--- src/rtl/byte_ring_buffer_segments_core_macros.svh ---
// Assertion macros for the byte ring buffer with segments.
// Used by byte_ring_buffer_segments_core; needs a clock named clk and a reset named rst.
`ifndef BYTE_RING_BUFFER_SEGMENTS_CORE_MACROS_SVH
`define BYTE_RING_BUFFER_SEGMENTS_CORE_MACROS_SVH

// Same-cycle implication, checked outside reset.
`define BRBS_ASSERT_IMPL(label, pre, post) \
  label: assert property (@(posedge clk) disable iff (rst) (pre) |-> (post)) \
    else $error("ring buffer same-cycle check failed");

// Next-cycle implication, checked outside reset.
`define BRBS_ASSERT_NEXT(label, pre, post) \
  label: assert property (@(posedge clk) disable iff (rst) (pre) |=> (post)) \
    else $error("ring buffer next-cycle check failed");

`endif

--- src/rtl/brbs_pkg.sv ---
// Package for the byte ring buffer with segments: field widths, status codes
// and sequencer states. No dependencies.
package brbs_pkg;

  localparam int DATA_W = 8;
  localparam int LEN_W  = 6;
  localparam int STAT_W = 3;

  typedef enum logic [STAT_W-1:0] {
    ST_PUSHED    = 3'd0,
    ST_POPPED    = 3'd1,
    ST_ZERO_LEN  = 3'd2,
    ST_NO_SPACE  = 3'd3,
    ST_NO_DATA   = 3'd4,
    ST_BUSY      = 3'd5
  } status_t;

  typedef enum logic [1:0] {
    S_IDLE,
    S_EXEC,
    S_POP_RD,
    S_POP_OUT
  } state_t;

endpackage

--- src/rtl/brbs_ram.sv ---
// Generic single-write, single-read RAM with a registered read port.
// No dependencies.
module brbs_ram #(
  parameter int DATA_W = 8,
  parameter int DEPTH  = 64
) (
  input  logic                     clk,
  input  logic                     we,
  input  logic [$clog2(DEPTH)-1:0] waddr,
  input  logic [DATA_W-1:0]        wdata,
  input  logic                     re,
  input  logic [$clog2(DEPTH)-1:0] raddr,
  output logic [DATA_W-1:0]        rdata
);

  logic [DATA_W-1:0] mem [DEPTH];

  always_ff @(posedge clk) begin
    if (we) begin
      mem[waddr] <= wdata;
    end
    if (re) begin
      rdata <= mem[raddr];
    end
  end

endmodule

--- src/rtl/byte_ring_buffer_segments_core.sv ---
// Byte ring buffer with one guard slot; push segments stored all or nothing.
// Single-result items: captured on acceptance, checked in S_EXEC, result registered
// there; S_EXEC waits while the output register is full. Items are taken only in S_IDLE.
// Pop of n bytes: each byte takes an S_POP_RD state for the registered RAM read and
// an S_POP_OUT state that registers it, waiting while the output is full.
// Synchronous active-high reset clears pointers, counts, segment state and output valid.
`include "byte_ring_buffer_segments_core_macros.svh"

module byte_ring_buffer_segments_core #(
  parameter int RING_DEPTH = 64
) (
  input  logic        clk,
  input  logic        rst,
  // Input items.
  input  logic        s_axis_tvalid,
  output logic        s_axis_tready,
  input  logic [15:0] s_axis_tdata,  // [7:0] write_byte, [13:8] length, [15:14] zero
  input  logic        s_axis_tuser,  // [0] operation: 0 push byte, 1 pop request
  // Result items.
  output logic        m_axis_tvalid,
  input  logic        m_axis_tready,
  output logic [23:0] m_axis_tdata,  // [7:0] read_byte, [13:8] used_bytes,
                                     // [19:14] free_bytes, [23:20] zero
  output logic [2:0]  m_axis_tuser,  // [2:0] status
  output logic        m_axis_tlast   // last result of the input item
);

  localparam int PTR_W = $clog2(RING_DEPTH);
  localparam logic [PTR_W-1:0] PTR_MAX = PTR_W'(RING_DEPTH - 1);
  localparam int LEN_W  = brbs_pkg::LEN_W;
  localparam int DATA_W = brbs_pkg::DATA_W;

  // Sequencer and ring state.
  brbs_pkg::state_t state, state_next;
  logic [PTR_W-1:0] rd_ptr, rd_ptr_next;
  logic [PTR_W-1:0] wr_ptr, wr_ptr_next;
  logic [PTR_W-1:0] used, used_next;        // bytes held, at most RING_DEPTH-1
  logic [LEN_W-1:0] seg_rem, seg_rem_next;  // bytes of the open segment still to come
  logic             seg_rej, seg_rej_next;  // open segment is being dropped
  logic [LEN_W-1:0] pop_rem, pop_rem_next;  // bytes of the current pop still to send

  // Captured input item.
  logic              in_op, in_op_next;
  logic [DATA_W-1:0] in_byte, in_byte_next;
  logic [LEN_W-1:0]  in_len, in_len_next;

  // Output register.
  logic              out_valid, out_valid_next;
  brbs_pkg::status_t out_status, out_status_next;
  logic [DATA_W-1:0] out_byte, out_byte_next;
  logic              out_last, out_last_next;
  logic [LEN_W-1:0]  out_used, out_used_next;

  // Ring memory ports.
  logic              ram_we, ram_re;
  logic [DATA_W-1:0] ram_rdata;

  // Shared compare unit and helpers.
  logic [PTR_W-1:0] space;
  logic [LEN_W-1:0] cmp_a;
  logic             cmp_lt;
  logic             out_free_slot;
  logic             seg_first;
  logic [LEN_W-1:0] rem_eff;
  logic             rej_eff;
  logic [PTR_W-1:0] wr_ptr_inc, rd_ptr_inc;
  logic [PTR_W-1:0] ptr_span;

  assign space      = PTR_MAX - used;
  // One comparator serves both checks: free space for a push, held bytes for a pop.
  assign cmp_a      = in_op ? LEN_W'(used) : LEN_W'(space);
  assign cmp_lt     = cmp_a < in_len;
  assign wr_ptr_inc = (wr_ptr == PTR_MAX) ? '0 : wr_ptr + 1'b1;
  assign rd_ptr_inc = (rd_ptr == PTR_MAX) ? '0 : rd_ptr + 1'b1;
  assign seg_first  = (seg_rem == '0);
  assign rem_eff    = seg_first ? in_len : seg_rem;
  assign rej_eff    = seg_first ? cmp_lt : seg_rej;
  assign out_free_slot = !out_valid || m_axis_tready;

  // Distance between the pointers; must always agree with the fill count.
  assign ptr_span = (wr_ptr >= rd_ptr) ? wr_ptr - rd_ptr
                                       : wr_ptr - rd_ptr + PTR_W'(RING_DEPTH);

  brbs_ram #(
    .DATA_W (DATA_W),
    .DEPTH  (RING_DEPTH)
  ) u_ring (
    .clk   (clk),
    .we    (ram_we),
    .waddr (wr_ptr),
    .wdata (in_byte),
    .re    (ram_re),
    .raddr (rd_ptr),
    .rdata (ram_rdata)
  );

  always_ff @(posedge clk) begin
    if (rst) begin
      state     <= brbs_pkg::S_IDLE;
      rd_ptr    <= '0;
      wr_ptr    <= '0;
      used      <= '0;
      seg_rem   <= '0;
      seg_rej   <= 1'b0;
      pop_rem   <= '0;
      out_valid <= 1'b0;
    end else begin
      state     <= state_next;
      rd_ptr    <= rd_ptr_next;
      wr_ptr    <= wr_ptr_next;
      used      <= used_next;
      seg_rem   <= seg_rem_next;
      seg_rej   <= seg_rej_next;
      pop_rem   <= pop_rem_next;
      out_valid <= out_valid_next;
    end
  end

  // Payload registers need no reset.
  always_ff @(posedge clk) begin
    in_op      <= in_op_next;
    in_byte    <= in_byte_next;
    in_len     <= in_len_next;
    out_status <= out_status_next;
    out_byte   <= out_byte_next;
    out_last   <= out_last_next;
    out_used   <= out_used_next;
  end

  always_comb begin
    state_next      = state;
    rd_ptr_next     = rd_ptr;
    wr_ptr_next     = wr_ptr;
    used_next       = used;
    seg_rem_next    = seg_rem;
    seg_rej_next    = seg_rej;
    pop_rem_next    = pop_rem;
    in_op_next      = in_op;
    in_byte_next    = in_byte;
    in_len_next     = in_len;
    out_valid_next  = out_valid && !m_axis_tready;
    out_status_next = out_status;
    out_byte_next   = out_byte;
    out_last_next   = out_last;
    out_used_next   = out_used;
    ram_we          = 1'b0;
    ram_re          = 1'b0;

    unique case (state)
      brbs_pkg::S_IDLE: begin
        if (s_axis_tvalid) begin
          in_op_next   = s_axis_tuser;
          in_byte_next = s_axis_tdata[7:0];
          in_len_next  = s_axis_tdata[13:8];
          state_next   = brbs_pkg::S_EXEC;
        end
      end

      brbs_pkg::S_EXEC: begin
        if (out_free_slot) begin
          state_next    = brbs_pkg::S_IDLE;
          out_byte_next = '0;
          out_last_next = 1'b1;
          out_used_next = LEN_W'(used);
          if (!in_op) begin
            out_valid_next = 1'b1;
            if (seg_first && in_len == '0) begin
              out_status_next = brbs_pkg::ST_ZERO_LEN;
            end else if (rej_eff) begin
              seg_rem_next    = rem_eff - 1'b1;
              seg_rej_next    = (rem_eff != LEN_W'(1));
              out_status_next = brbs_pkg::ST_NO_SPACE;
            end else begin
              seg_rem_next    = rem_eff - 1'b1;
              seg_rej_next    = 1'b0;
              ram_we          = 1'b1;
              wr_ptr_next     = wr_ptr_inc;
              used_next       = used + 1'b1;
              out_used_next   = LEN_W'(used + 1'b1);
              out_status_next = brbs_pkg::ST_PUSHED;
            end
          end else if (!seg_first) begin
            out_valid_next  = 1'b1;
            out_status_next = brbs_pkg::ST_BUSY;
          end else if (in_len == '0) begin
            out_valid_next  = 1'b1;
            out_status_next = brbs_pkg::ST_ZERO_LEN;
          end else if (cmp_lt) begin
            out_valid_next  = 1'b1;
            out_status_next = brbs_pkg::ST_NO_DATA;
          end else begin
            // Enough bytes held: stream them out one by one.
            pop_rem_next = in_len;
            state_next   = brbs_pkg::S_POP_RD;
          end
        end
      end

      brbs_pkg::S_POP_RD: begin
        ram_re     = 1'b1;
        state_next = brbs_pkg::S_POP_OUT;
      end

      brbs_pkg::S_POP_OUT: begin
        if (out_free_slot) begin
          out_valid_next  = 1'b1;
          out_status_next = brbs_pkg::ST_POPPED;
          out_byte_next   = ram_rdata;
          out_last_next   = (pop_rem == LEN_W'(1));
          out_used_next   = LEN_W'(used - 1'b1);
          used_next       = used - 1'b1;
          rd_ptr_next     = rd_ptr_inc;
          pop_rem_next    = pop_rem - 1'b1;
          state_next      = (pop_rem == LEN_W'(1)) ? brbs_pkg::S_IDLE : brbs_pkg::S_POP_RD;
        end
      end

      default: begin
        state_next = brbs_pkg::S_IDLE;
      end
    endcase
  end

  assign s_axis_tready = (state == brbs_pkg::S_IDLE);
  assign m_axis_tvalid = out_valid;
  assign m_axis_tuser  = out_status;
  assign m_axis_tlast  = out_last;
  assign m_axis_tdata  = {4'b0000, LEN_W'(RING_DEPTH - 1) - out_used, out_used, out_byte};

  // The fill count tracks the pointer distance at all times.
  `BRBS_ASSERT_IMPL(a_used_matches_ptrs, 1'b1, used == ptr_span)
  // Every result other than a popped byte ends its item.
  `BRBS_ASSERT_IMPL(a_single_is_last,
      m_axis_tvalid && m_axis_tuser != brbs_pkg::ST_POPPED, m_axis_tlast)
  // A pop stream never runs while a push segment is open.
  `BRBS_ASSERT_IMPL(a_no_pop_in_segment,
      state == brbs_pkg::S_POP_RD || state == brbs_pkg::S_POP_OUT, seg_rem == '0)
  // A read issued for a pop is followed by the output state that delivers it.
  `BRBS_ASSERT_NEXT(a_read_then_out, state == brbs_pkg::S_POP_RD,
      state == brbs_pkg::S_POP_OUT)

endmodule
--- config.mk ---
export PLATFORM = sky130hd
export DESIGN_NAME = byte_ring_buffer_segments_core
export DESIGN_NICKNAME = d
export VERILOG_FILES = /design/src/rtl/brbs_pkg.sv /design/src/rtl/brbs_ram.sv /design/src/rtl/byte_ring_buffer_segments_core.sv
export VERILOG_INCLUDE_DIRS = /design/src /design/src/rtl
export SDC_FILE = /design/constraint.sdc
export NUM_CORES = 1
export LEC_CHECK = 0
export BUFFER_PORTS_ARGS = -buffer_cell sky130_fd_sc_hd__buf_2
export CAP_MARGIN = 0
export CELL_PAD_IN_SITES_DETAIL_PLACEMENT = 0
export CELL_PAD_IN_SITES_GLOBAL_PLACEMENT = 1
export CORE_UTILIZATION = 35
export DETAILED_ROUTE_END_ITERATION = 10
export MAX_ROUTING_LAYER = met4
export PLACE_DENSITY_LB_ADDON = 0.05
export SLEW_MARGIN = 20
export SYNTH_ARGS = -nofsm -noshare
export SYNTH_HDL_FRONTEND = slang
export SYNTH_SLANG_ARGS = --single-unit
--- constraint.sdc ---
create_clock -name clk -period 5.61 [get_ports clk]
set_input_delay 0.8415 -clock clk [delete_from_list [all_inputs] [get_ports clk]]
set_output_delay 0.8415 -clock clk [all_outputs]
set_load 0.01 [all_outputs]
# Word-level counts from Yosys, hierarchy flattened
# Memories as Yosys holds them, arrays and structs flattened. A register that Yosys moved wholly into a read port is not among the register bits.
# Cells that the tools add are included.
[word_totals]
register_bits = 67
latch_bits = 0
ram_bits = 512
rom_bits = 0
wordCells = 118
memories = 1
[classes]
addsub = 8
mul = 0
div_mod_pow = 0
magnitude_cmp = 1
eq_ne = 15
shifts = 0
n_mux = 58
n_bitwise = 3
n_reduce_logical = 17
[mem_list]
columns = ["memory", "depth", "word_bits", "rd", "rd_ports_with_merged_regs", "wr", "line_no", "text"]
rows = [
  ["u_ring.mem", 64, 8, 1, 1, 1, "brbs_ram.sv:16", "logic [DATA_W-1:0] mem [DEPTH];"],
]
[ops]
columns = ["cell", "count"]
rows = [
  ["6-bit two-way mux", 15],
  ["6-bit one-hot mux with 2 select lines", 2],
  ["2-bit two-way mux", 10],
  ["6-bit by 1-bit adder with 6-bit output, second input constant", 3],
  ["1-bit two-way mux", 18],
  ["3-bit two-way mux", 6],
  ["6-bit by 1-bit subtractor with 6-bit output, second input constant", 3],
  ["8-bit two-way mux", 2],
  ["8-bit one-hot mux with 2 select lines", 1],
  ["2-bit inequality test, second input constant", 7],
  ["6-bit == test, second input constant", 2],
  ["6-bit logical NOT", 2],
  ["6-bit subtractor, first input constant", 2],
  ["2-bit one-hot mux with 4 select lines", 1],
  ["4-bit AND reduction", 2],
  ["7-bit AND reduction", 1],
  ["6-bit by 1-bit == test with 1-bit output, second input constant", 1],
  ["6-bit < comparator", 1],
  ["6-bit by 1-bit inequality test with 1-bit output, second input constant", 1],
  ["3-bit one-hot mux with 2 select lines", 1],
  ["3-bit AND reduction", 2],
  ["5-bit inequality test, second input constant", 1],
  ["5-bit AND reduction", 1],
  ["2-bit == test, second input constant", 2],
  ["other kinds (9)", 15],
]

# Depth between registers and ports, before layout
# Gate-level depths: netlist (run 1).
[depth]
depth_word = 11
ltp_mapped = 9
ltp_nobuf = 9

# By module
# Synthesis (run 1) repeated with hierarchy kept, for this count alone.
[hier_totals]
hier_cells = 1353
area_unflattened_um2 = 23874.1
[modules_own_cells]
columns = ["module", "n_inst", "cells_each", "area_per_inst_um2"]
rows = [
  ["brbs_ram", 1, 993, 20365.8],
  ["byte_ring_buffer_segments_core", 1, 360, 3508.4],
]

# Least setup slack after synthesis (run 1)
# OpenSTA, ideal clock, no wires.
[synth_path]
path_kind = "flip-flop to flip-flop"
from = "reg in_op"
to = "mem u_ring.mem[15][0] (enable)"
setup_ns = 0.383
arrival_ns = 2.715
required_ns = 5.227
path_slack_ns = 2.511
path_stages_with_launch = 10
period_less_slack_ns = 3.099
cell_sequence = "edfxtp_1 buf_1 xnor2_1 ha_1 nand4_1 a311oi_2 o21a_1 buf_2 nand2_1 nor3_1"
[synth_between]
elab_chain_cells = 10
[synth_lines]
columns = ["item", "line_no", "text"]
rows = [
  ["start: declaration", "byte_ring_buffer_segments_core.sv:43", "logic in_op, in_op_next;"],
  ["start signal: assignment", "byte_ring_buffer_segments_core.sv:121", "in_op <= in_op_next;"],
  ["6-bit two-way mux", "byte_ring_buffer_segments_core.sv:71", "assign cmp_a = in_op ? LEN_W'(used) : LEN_W'(space);"],
  ["6-bit < comparator", "byte_ring_buffer_segments_core.sv:72", "assign cmp_lt = cmp_a < in_len;"],
  ["1-bit two-way mux", "byte_ring_buffer_segments_core.sv:77", "assign rej_eff = seg_first ? cmp_lt : seg_rej;"],
  ["1-bit two-way mux", "byte_ring_buffer_segments_core.sv:169", "end else if (rej_eff) begin"],
  ["1-bit two-way mux", "byte_ring_buffer_segments_core.sv:167", "if (seg_first && in_len == '0) begin"],
  ["1-bit two-way mux *", "byte_ring_buffer_segments_core.sv:165", "if (!in_op) begin"],
  ["1-bit two-way mux *", "byte_ring_buffer_segments_core.sv:160", "if (out_free_slot) begin"],
  ["1-bit two-way mux *", "byte_ring_buffer_segments_core.sv:149", "unique case (state)"],
  ["1-bit two-way mux *", "brbs_ram.sv:19", "if (we) begin"],
  ["1-bit two-way mux (implied by the code) *", "brbs_ram.sv:20", "mem[waddr] <= wdata;"],
  ["end: declaration", "brbs_ram.sv:16", ""],
]
# Every way passes the cells marked *; elsewhere a longest branch is shown, timed or not.

# Worst setup path after layout (run 1)
[layout_path]
from = "reg in_op"
to = "mem u_ring.mem[54][6] (enable)"
# Same word-level chain as after synthesis.

==> key figures, run 1 <==
Logic synthesis
  • Count of state elements after synthesis: 587
  • Yosys warnings: 0
  • Yosys cell types: 73
  • Synth Area per Inst: 17.7 µm²
  • Cells after Synth: 1,340
  • Ys flop type: edfxtp_1
  • Async SR Flop Fraction: 0%
  • Mapped Area: 23,700 µm²
  • EDFF count, synth: 553
  • Seq/Total Area, Yosys: 73.0%

Detailed routing
  • Routed Antenna Nets: 0
  • Routed len/inst: 27.4 µm
  • Via count: 12,479
  • Vias per inst: 5.35
  • Pre-Repair DR Iteration Count: 5
  • Final wirelength: 64,000 µm
  • 1st-iter DRT viols: 1,002
  • DRC violations left: 0

Die
  • Initial core utilization: 35.3%
  • Die span in y: 262 µm
  • Die area: 68,700 µm²
  • Ports: 51
  • Rows: 95
  • Core area: 67,000 µm²
  • Die width: 262 µm

Final layout
  • Fill cell count: 6,073
  • Final net count: 1,440
  • ANT cells: 0
  • Area growth syn-to-layout: 13.9%
  • Design area: 27,000 µm²
  • Commonest non-fill, non-tap cell in the layout: edfxtp_1
  • Most frequent cells in the layout: 553 x edfxtp_1, 113 x mux4_2, 93 x nor2_1, 70 x clkbuf_16, 47 x nand2_1
  • Share of cells above drive strength 1: 21.1%

Power
  • Max IR drop VDD: 218 µV
  • Clock power share: 44.0%
  • Internal power: 7380 µW
  • Reg power frac: 51.4%
  • PD cells: 353 nW/µm²
  • Net Sw Frac: 22.6%
  • Switching Power: 2150 µW
  • Static leakage: 0.00835 µW
  • Gate power share: 4.6%

Timing
  • Max Slew Vio Count: 0
  • # setup viols final: 0
  • Setup Skew: 36.3 ps
  • Final Hold Fails: 0
  • Post-route setup slack: 1650 ps
  • Fin crit period: 3960 ps
  • Least-Margin Pin Slew: 1060 ps
  • RSZ-0062 raised after global routing: false
  • Max_slew headroom: 29.3%
  • Total negative slack: 0 ps
  • Crit share post-route: 70.6%
  • Max Clk Rate: 253 MHz

Critical path
  • CP Cell Sequence: xnor2_1 -> ha_1 -> nand4_1 -> a311oi_2 -> o21a_1 -> buf_4 -> nand4_1 -> nor2_1
  • Critical-path maximum fanout: 12
  • Critical path endpoint category: register
  • WP data arrival: 4180 ps
  • Origin of the critical flop-to-flop path: in_op
  • FF-to-FF path depth: 8
  • Reg-to-Reg End: u_ring.mem[54][6]
  • Crit path top cell by count: nand4_1
  • R2r setup slk: 1650 ps
  • Crit Path Category: register to register
  • Startpoint Class: register
  • CP peak stage delay: 870 ps
  • Critical Path RT: 5840 ps
  • Crit-path slowest cell: nor2_1

Placed design
  • Place WS: 1630 ps
  • GPL Wtd Cong: 0.766
  • DP Area: 24,900 µm²
  • Post-DP HPWL: 39,700 µm
  • Number of port buffers: 44

Hold path
  • Hold Path Stages: 1
  • Min-delay worst type: input port to register
  • Worst Hold End: in_op
  • Worst Min Path Start: s_axis_tuser

Clock network
  • Htree depth: 3
  • Post-CTS Resized: 0
  • Clock Sinks: 587
  • Post-cts hold buffer count: 0
  • TritonCTS clock tree: built
  • Num CTS Buffers: 68
  • Post-CTS Setup Bufs: 0
  • Root Driver: clkbuf_16
  • Clock Pin Slew Worst Setup and Hold Paths: 60 ps
  • Max clock buf depth: 3
  • Later-pin clock latency in the skew report: 610 ps

Global routing
  • Antenna violations before repair: 1
  • Wire length of the first global-routing pass: 92,300 µm
  • GRT Total Usage: 19.6%
  • Overflow after GRT: 0
  • Largest net degree at the start of global routing: 65
  • Vias in the first global route: 12,730

Flow run
  • Max-cap violation count: 0

Run status
  • Outcome: complete, no violations
-- sequential cells by signal (all words and copies together) (netlist names) --
register,count
used,6
seg_rem,6
u_ring.mem,512
out_byte,8
m_axis_tlast,1
in_op,1
state,2
out_used,6
in_byte,8
u_ring.rdata,8
wr_ptr,6
m_axis_tuser,3
seg_rej,1
pop_rem,6
in_len,6
m_axis_tvalid,1
rd_ptr,6
-- cell usage after synthesis (23+ instances only) --
master      n  area share (%)
buf_2      24            0.51
a21oi_1    40            0.84
dfxtp_1    34             2.9
nor2_1     93             1.5
inv_1      23            0.36
clkbuf_1   50            0.79
nand2_1    47            0.74
mux2i_1    29             1.2
edfxtp_1  553              70
mux4_2    113              11
a22oi_1    27            0.86
-- power by group through the flow --
stage,Clock [µW],Sequential [µW],Combinational (µW)
after floorplan,0,5010,237
final,4190,4900,438
after CTS,4300,4900,449
after detailed placement,0,4990,448
after global placement,0,4990,447
after global routing,4460,4910,488
-- cell type report --
class                   count  area, µm²  share of cell area, %
clock buffers              89       1820                   6.76
clock inverters            33        243                  0.900
multi-input cells         646       5950                   22.0
flip-flops and latches    587      17300                   64.1
repair buffers             78        488                   1.81
well taps                 873       1090                   4.05
inverters                  25       93.8                  0.348
-- per-stage QoR --
stage / instances / hold slack, ps / utilization, % / total power, µW
after floorplan: 1343 / 448 / - / 5250
after global routing: 2331 / 375 / 40.2 / 9860
after global placement: 2209 / 466 / 37.2 / 5440
final: 2331 / 405 / 40.2 / 9530
after detailed placement: 2209 / 480 / 37.2 / 5440
after CTS: 2331 / 369 / 40.2 / 9650
-- worst max-delay path by stage --
stage / from / end / slack [ps] / cells past startpoint
final: in_op / u_ring.mem[54][6] / 1650 / 8
after floorplan: in_op / u_ring.mem[15][0] / 2510 / 9
after detailed placement: in_op / u_ring.mem[54][3] / 1630 / 8
after CTS: in_op / u_ring.mem[54][1] / 1620 / 8
after global routing: in_op / u_ring.mem[54][4] / 1400 / 8
after global placement: in_op / u_ring.mem[49][0] / 1690 / 8
-- worst max-delay path: cells and delay by family (launching register included) --
family	cells	cell delay, ps
xor+xnor	1	230
fa+ha+maj	1	310
compound gates	2	730
buf+inv	1	250
simple gates	3	1440
flops	1	610
-- routing by layer --
metal  GRT usage [%]  share of wire (%)  vias to the layer above
met4            5.38                2.2                        0
met1            26.3                 46                     6541
met2            30.5                 48                      276
met5               -                  0                        -
met3            3.57                4.2                       91
li1                -                  -                     5571
-- cells by family after synthesis --
kind of cell	Yosys count	synth area share, %
AOI/OAI and AO/OA	195	5.81
xor gates and xnor gates	14	0.518
adders and majority gates	13	0.687
buffers and inverters	110	2.00
DFF	587	73.0
muxes	151	12.4
other	1	0.0158
and+or+nand+nor	269	5.62
Note: power is estimated with default switching activity, not from simulation.
==> run 2: changes to the inputs <==
- clock period: 5.61 -> 4.1 ns (I/O delays scaled with it)
==> key figures, run 2 (synthesized netlist as in run 1, its figures left out) <==
Run status
  • Outcome: complete, no violations (unchanged)

Final layout
  • Final net count: 1,505 (was 1,440)
  • Design area: 27,400 µm² (was 27,000 µm²)
  • Post-layout util: 40.9% (was 40.2%)
  • Share of cells above drive strength 1: 24.5% (was 21.1%)
  • Commonest non-fill, non-tap cell in the layout: edfxtp_1 (unchanged)
  • Most frequent cells in the layout: 553 x edfxtp_1, 113 x mux4_2, 97 x buf_4, 93 x nor2_1, 67 x clkbuf_16 (was 553 x edfxtp_1, 113 x mux4_2, 93 x nor2_1, 70 x clkbuf_16, 47 x nand2_1)
  • Most flop-heavy register: u_ring.mem (unchanged)
  • ANT cells: 0 (unchanged)
  • Area growth syn-to-layout: 15.8% (was 13.9%)
  • Max FFs per register: 512 (unchanged)
  • Fill cell count: 6,119 (was 6,073)

Clock network
  • TritonCTS clock tree: built (unchanged)
  • Post-cts hold buffer count: 0 (unchanged)
  • Later-pin clock latency in the skew report: 610 ps (about the same)
  • Htree depth: 3 (unchanged)
  • Max clock buf depth: 3 (unchanged)
  • Post-CTS Setup Bufs: 0 (unchanged)
  • Clock Sinks: 587 (unchanged)
  • Num CTS Buffers: 67 (was 68)
  • Post-CTS Resized: 0 (unchanged)
  • Root Driver: clkbuf_16 (unchanged)
  • Clock Pin Slew Worst Setup and Hold Paths: 60 ps (about the same)

Flow run
  • Max-cap violation count: 0 (unchanged)

Critical path
  • WP data arrival: 3660 ps (was 4180 ps)
  • Crit Path Category: register to register (unchanged)
  • Startpoint Class: register (unchanged)
  • Critical path endpoint category: register (unchanged)
  • Critical Path RT: 4330 ps (was 5840 ps)
  • Critical-path maximum fanout: 11 (was 12)

Global routing
  • Overflow after GRT: 0 (unchanged)
  • Vias in the first global route: 12,872 (was 12,730)
  • Antenna violations before repair: 1 (unchanged)
  • Largest net degree at the start of global routing: 65 (unchanged)
  • Wire length of the first global-routing pass: 92,000 µm (was 92,300 µm)
  • GRT Total Usage: 19.5% (was 19.6%)

Power
  • PD cells: 470 nW/µm² (was 353 nW/µm²)
  • Max IR drop VDD: 276 µV (was 218 µV)
  • Static leakage: 0.00869 µW (was 0.00835 µW)

Die
  • Ports: 51 (unchanged)
  • Die span in y: 262 µm (unchanged)
  • Rows: 95 (unchanged)
  • Die width: 262 µm (unchanged)
  • Initial core utilization: 35.3% (unchanged)
  • Core area: 67,000 µm² (unchanged)
  • Die area: 68,700 µm² (unchanged)

Timing
  • Setup Skew: 17.6 ps (was 36.3 ps)
  • Crit share post-route: 83.8% (was 70.6%)
  • # setup viols final: 0 (unchanged)
  • Final Hold Fails: 0 (unchanged)
  • Max Slew Vio Count: 0 (unchanged)
  • RSZ-0062 raised after global routing: false (unchanged)
  • Fin crit period: 3430 ps (was 3960 ps)
  • Max Clk Rate: 291 MHz (was 253 MHz)
  • Least-Margin Pin Slew: 1110 ps (was 1060 ps)
  • Total negative slack: 0 ps (unchanged)
  • Max_slew headroom: 26.0% (was 29.3%)

Placed design
  • Number of port buffers: 44 (unchanged)
  • GPL Wtd Cong: 0.777 (was 0.766)
  • Post-DP HPWL: 40,200 µm (was 39,700 µm)
  • DP Area: 25,400 µm² (was 24,900 µm²)

Detailed routing
  • Wire length on met1: 28,800 µm (was 29,400 µm)
  • Final wirelength: 63,900 µm (was 64,000 µm)
  • 1st-iter DRT viols: 1,195 (was 1,002)
  • Top Metal Used: met4 (unchanged)
  • Vias per inst: 5.33 (was 5.35)
  • DRC violations left: 0 (unchanged)
  • Via count: 12,731 (was 12,479)
  • DR WL met2: 30,900 µm (was 30,500 µm)
  • Routed Antenna Nets: 0 (unchanged)
  • Routed len/inst: 26.8 µm (was 27.4 µm)
  • Routed wl met3: 2560 µm (was 2690 µm)
  • Pre-Repair DR Iteration Count: 4 (was 5)

Hold path
  • Min-delay worst type: input port to register (unchanged)
==> run 2: final timing paths <==
path | startpoint | to | slack [ps] | cells past startpoint
max | in_op | u_ring.mem[19][3] | 670 | 7
min | s_axis_tdata[1] | in_byte[1] | 190 | 1
max reg2reg | in_op | u_ring.mem[19][3] | 670 | 7
min reg2reg | pop_rem[4] | pop_rem[4] | 470 | 2
==> run 2: final cells by class <==
cell class,instances,area [µm²],area share [%]
clock inverters,32,267,0.971
well taps,873,1090,3.98
multi-input cells,646,5950,21.7
inverters,25,93.8,0.342
flip-flops and latches,587,17300,63.0
repair buffers,144,1010,3.67
clock buffers,82,1740,6.35
==> run 2: worst max-delay path: stages, from the launching register on <==
cell and delay (ps):
edfxtp_1 590, xnor2_1 220, ha_1 310, nand4_1 120, a311oi_2 460, o21ai_2 210
or4_4 670, nor2_2 470
==> run 2: through the flow <==
step / hold WS, ps / power (µW) / instances / worst slack, ps
final: 192 / 12900 / 2389 / 665
after global routing: 164 / 13300 / 2389 / 429
after CTS: 158 / 13100 / 2389 / 589
after detailed placement: 476 / 7450 / 2275 / 623
after global placement: 464 / 7450 / 2275 / 599
after floorplan: 448 / 7180 / 1343 / 1000
==> run 2: power breakdown <==
group	switching (µW)	total, µW	internal, µW
clock network	2360	5580	3210
logic	429	609	180
registers	63.7	6710	6650
==> run 2: metal layers <==
metal / vias up / global-route usage, %
met4: 0 / 5.27
met1: 6677 / 25.9
met5: - / -
met2: 268 / 30.8
li1: 5686 / -
met3: 100 / 3.43
